==> config.mk <==
export PLATFORM = sky130hd
export DESIGN_NAME = lzwd_ctrl
export DESIGN_NICKNAME = d
export VERILOG_FILES = /design/src/hw/rtl/lzss_window_decoder_macros.svh /design/src/hw/rtl/lzwd_pkg.sv /design/src/hw/rtl/lzwd_ctrl.sv
export SDC_FILE = /design/constraint.sdc
export NUM_CORES = 1
export LEC_CHECK = 0
export BUFFER_PORTS_ARGS = -buffer_cell sky130_fd_sc_hd__buf_2
export CAP_MARGIN = 20
export CORE_AREA = 2 2 39 41
export CTS_BUF_LIST = sky130_fd_sc_hd__clkbuf_8
export CTS_CLUSTER_SIZE = 12
export DETAILED_ROUTE_END_ITERATION = 8
export DIE_AREA = 0 0 41 43
export GPL_TIMING_DRIVEN = 0
export HOLD_SLACK_MARGIN = 0.08
export PLACE_DENSITY_LB_ADDON = 0.12
export SKIP_LAST_GASP = 1
export SLEW_MARGIN = 20
export SYNTH_ARGS = -nofsm -noshare
export SYNTH_HDL_FRONTEND = slang
export SYNTH_SLANG_ARGS = --single-unit
==> constraint.sdc <==
create_clock -name i_clk -period 0.9 [get_ports i_clk]
set_input_delay 0.045 -clock i_clk [delete_from_list [all_inputs] [get_ports i_clk]]
set_output_delay 0.045 -clock i_clk [all_outputs]
set_load 0.02 [all_outputs]
==> src/hw/rtl/lzss_window_decoder_macros.svh <==
// ----------------------------------------------------------------------------
// lzss_window_decoder_macros
// Assertion shorthands used by the decoder datapath.
// ----------------------------------------------------------------------------
`ifndef LZSS_WINDOW_DECODER_MACROS_SVH
`define LZSS_WINDOW_DECODER_MACROS_SVH

// Same-cycle implication, checked outside reset
`define LZWD_ASSERT_IMP(lbl, ante, cons, msg) \
    lbl: assert property (@(posedge i_clk) disable iff (!i_rst_n) \
        (ante) |-> (cons)) else $error(msg);

// Next-cycle implication, checked outside reset
`define LZWD_ASSERT_NXT(lbl, ante, cons, msg) \
    lbl: assert property (@(posedge i_clk) disable iff (!i_rst_n) \
        (ante) |=> (cons)) else $error(msg);

`endif

==> src/hw/rtl/lzwd_pkg.sv <==
// ----------------------------------------------------------------------------
// lzwd_pkg
// Types and constants shared by the LZSS window decoder modules.
// ----------------------------------------------------------------------------
package lzwd_pkg;

    // History window
    localparam int unsigned WINDOW_SIZE = 1024;
    localparam int unsigned ADDR_W      = $clog2(WINDOW_SIZE);

    // Field and counter widths
    localparam int unsigned BYTE_W    = 8;
    localparam int unsigned COUNT_W   = 16;
    localparam int unsigned BITS_W    = 4;
    localparam int unsigned LEN_W     = 7;
    localparam int unsigned NBYTES_W  = 2;
    localparam int unsigned POS_SUM_W = 11;

    // Token constants
    localparam logic [POS_SUM_W-1:0] POS_OFFSET   = POS_SUM_W'(66);
    localparam logic [LEN_W-1:0]     LEN_BIAS     = LEN_W'(3);
    localparam logic [BITS_W-1:0]    FLAG_COUNT   = BITS_W'(8);
    localparam logic [COUNT_W-1:0]   WINDOW_COUNT = COUNT_W'(WINDOW_SIZE);
    localparam logic [NBYTES_W-1:0]  NBYTES_ONE   = NBYTES_W'(1);
    localparam logic [NBYTES_W-1:0]  NBYTES_TWO   = NBYTES_W'(2);

    // What the next stream byte is expected to be
    typedef enum logic [1:0] {
        PH_FLAG  = 2'd0,
        PH_ITEM  = 2'd1,
        PH_COPY2 = 2'd2
    } t_lzwd_phase;

    // Controller states
    typedef enum logic [1:0] {
        ST_IDLE  = 2'd0,
        ST_READ  = 2'd1,
        ST_WRITE = 2'd2
    } t_lzwd_state;

    // Controller to datapath
    typedef struct packed {
        logic take_item;
        logic issue_read;
        logic write_byte;
    } t_lzwd_cmd;

    // Datapath to controller
    typedef struct packed {
        logic out_free;
        logic start_copy;
        logic last_byte;
        logic have_first;
    } t_lzwd_status;

endpackage

==> src/hw/rtl/lzwd_ctrl.sv <==
// ----------------------------------------------------------------------------
// lzwd_ctrl
// Sequencer for the decoder: takes stream bytes and walks copy runs.
// ----------------------------------------------------------------------------
module lzwd_ctrl (
    input  logic                   i_clk,
    input  logic                   i_rst_n,
    input  lzwd_pkg::t_lzwd_status i_status,
    output lzwd_pkg::t_lzwd_cmd    o_cmd
);

    lzwd_pkg::t_lzwd_state r_state;
    lzwd_pkg::t_lzwd_state n_state;
    logic                  w_emit;

    // A write step emits when it completes a pair or ends the run
    assign w_emit = i_status.have_first || i_status.last_byte;

    // Advance state
    always_ff @(posedge i_clk) begin
        if (!i_rst_n) begin
            r_state <= lzwd_pkg::ST_IDLE;
        end else begin
            r_state <= n_state;
        end
    end

    // Next state
    always_comb begin
        n_state = r_state;
        case (r_state)
            lzwd_pkg::ST_IDLE: begin
                if (i_status.start_copy) begin
                    n_state = lzwd_pkg::ST_READ;
                end
            end
            lzwd_pkg::ST_READ: begin
                n_state = lzwd_pkg::ST_WRITE;
            end
            lzwd_pkg::ST_WRITE: begin
                if (!w_emit || i_status.out_free) begin
                    n_state = i_status.last_byte ? lzwd_pkg::ST_IDLE : lzwd_pkg::ST_READ;
                end
            end
            default: begin
                n_state = lzwd_pkg::ST_IDLE;
            end
        endcase
    end

    // Commands
    always_comb begin
        o_cmd = '0;
        case (r_state)
            lzwd_pkg::ST_IDLE: begin
                o_cmd.take_item = i_status.out_free;
            end
            lzwd_pkg::ST_READ: begin
                o_cmd.issue_read = 1'b1;
            end
            lzwd_pkg::ST_WRITE: begin
                o_cmd.write_byte = !w_emit || i_status.out_free;
            end
            default: begin
                o_cmd = '0;
            end
        endcase
    end

endmodule

==> flow_summary.toml <==
[die]
io_pins = 9
rows = 14
die_h_um = 43
dieArea_mm2 = 0.00176
start_util_pct = 9.13
core_mm2 = 0.00138
die_w_um = 41

[grt]
antenna_found_initial = 0
grt_pass1_vias = 144
grt_usage_pct = 5.51
grt_max_degree = 7
grt_pass1_wl_um = 552
grt.overflow.total = 0

[route]
wl_per_cell_um = 9.87
vias = 138
drt_iter0_markers = 0
wl_um = 385
dr.pass1.iters = 1
viasPerCell = 3.54
drc = 0
ant_nets = 0

[clocking]
h-tree-depth = 1
cts_sinks = 2
clk_pin_slew_ps = 30
hold_buffers = 0
root_buffer = "clkbuf_8"
cts_tree = "done"
clk_latency_ps = 210
numCtsBuffers = 3
cts_max_path_buffers = 2

[sta]
setup_viol = 2
worstMarginPinSlew_ps = 131
timing.final.ws_setup_ps = -55.0
finClkSkew_ps = 0.309
fmax_mhz = 1050
finalCritPeriodShare_pct = 106
hold-worst-slack_ps = 97.9
drv_slew = 0
finalHoldViolCount = 0
fin_crit_ps = 955
slew_headroom_pct = 91.3
rsz0062_at_grt = "yes"

[setup_path]
crit_required_ps = 850
critPathLaunch = "r_state[1]$_SDFFE_PN0P_"
cp_num_buf_inv = 1
crit_slowest_cell = "dfxtp_4"
cp-start-kind = "flop"
max_stage_delay_ps = 370
critPathTopFamily = "flip-flops"
r2r_start = "r_state[0]$_SDFFE_PN0P_"
path_cells = "nor3b_2 -> buf_4"
arrival_ps = 910
critPathCaptureType = "primary output"
cp_max_fo = 5
path_class = "reg -> out"

[synthesis]
synth_edf_count = 0
syn_inst = 12
postSynthNetCount = 18
yosys-top-cells-area = "dfxtp_1 32%, nand4bb_1 18%, nor3b_1 12%, o21ba_2 7.9%, a22o_1 6.9%"
synthTopCellsByCount = "2 x dfxtp_1, 2 x nand4bb_1, 2 x nor3b_1"
synthesis.area_um2 = 126
ys_types = 9
syn_avg_cell_area_um2 = 10.5
synth_area_leader_cell = "dfxtp_1"
yosysSeqAreaShare_pct = 31.7
synth_flop_cell = "dfxtp_1"
synth_top_area_share_pct = 31.7
ys_warn_count = 0
ys_seq_elements = 2
ys_async_sr_fraction_pct = 0

[placement]
dp_slack_ps = -19.3
placed_cells = 36
gp_congestion = 0.612
io_buffer_count = 8
place_area_um2 = 196

[finish]
final_cells = 39
area_delta_synth_final_pct = 107
largest_register = "r_state"
reg_top3 = "r_state x2"
drive_above_1_share_pct = 78.3
largest_register_ffs = 2
insertedDiodeCount = 0
design_area_um2 = 262
fin_nets = 31

[pwr]
p_per_area_mw_per_mm2 = 2070
ir_worst_vdd_uv = 362
power_leakage_uw = 0.000113

[hold_path]
holdCritStartpoint = "i_status[2]"
worstHoldPathType = "in -> reg"

[run]
max_cap_viol_count = 0

[status]
status = "complete, but fails checks"
violations = "negative setup slack"
[final timing paths]
kind                            slack [ps]                 endpoint  depth (start not counted)
worst min-delay path                   100  r_state[0]$_SDFFE_PN0P_                          3
worst max register to register          70  r_state[1]$_SDFFE_PN0P_                          2
worst max-delay path                   -60                 o_cmd[0]                          2
worst min register to register         580  r_state[0]$_SDFFE_PN0P_                          2
[worst register-to-register path, delay by kind of cell (launching register included)]
family / cells / cell delay (ps)
AOI/OAI and AO/OA: 1 / 180
DFF: 1 / 360
and+or+nand+nor: 1 / 170
[where the power goes]
group / leakage [µW] / switching (µW) / internal (µW)
sequential: 0.0000178 / 11.6 / 94.9
combinational: 0.0000738 / 31.3 / 47.7
clock: 0.0000216 / 73.4 / 283
total: 0.000113 / 116 / 426
[cell type report]
class | count | area (µm²)
clock buffer | 3 | 41.3
fill | 160 | 1120
multi-input combinational | 9 | 93.8
tap | 16 | 20.0
sequential | 2 | 47.5
timing repair buffer | 9 | 58.8
[cell families after synthesis]
| family | after synthesis | share of synthesized area [%] |
|---|---|---|
| AND/OR/NAND/NOR | 6 | 43.6 |
| AO/OA/AOI/OAI | 3 | 18.8 |
| flip-flops | 2 | 31.7 |
| buffers and inverters | 1 | 5.94 |
[per-layer routing]
layer / track usage, % / up-vias / wire length [µm] / part of all wire, %
met4: 8.00 / 0 / 14 / 3.6
met5: 0 / - / 0 / 0
met3: 3.14 / 2 / 26 / 6.8
met1: 4.46 / 64 / 115 / 30
li1: - / 68 / - / -
met2: 7.19 / 4 / 228 / 59
[timing repair]
item | in CTS | in global routing
setup buffers | 1 | 0
gates resized for setup | 9 | 0
pin swaps | 1 | 1
endpoints found under the setup margin | 4 | 3
[cell usage in the layout, fill, tap and decap left out]
| cell type | count |
|---|---|
| a22o_1 | 1 |
| and3b_1 | 1 |
| buf_2 | 5 |
| buf_4 | 3 |
| buf_6 | 1 |
| clkbuf_8 | 3 |
| dfxtp_4 | 2 |
| nand4bb_1 | 2 |
| nor2b_4 | 1 |
| nor3b_2 | 2 |
| o21ai_1 | 1 |
| o21ba_2 | 1 |
[metrics by stage]
step,power (µW),utilization (%),setup TNS [ps]
global placement,177,14.2,-36.3
CTS,556,18.9,-142
global route,570,18.9,-193
floorplan,150,-,0
finish,542,18.9,-103
detailed placement,177,14.2,-32.0
Note: power is estimated with default switching activity, not from simulation.
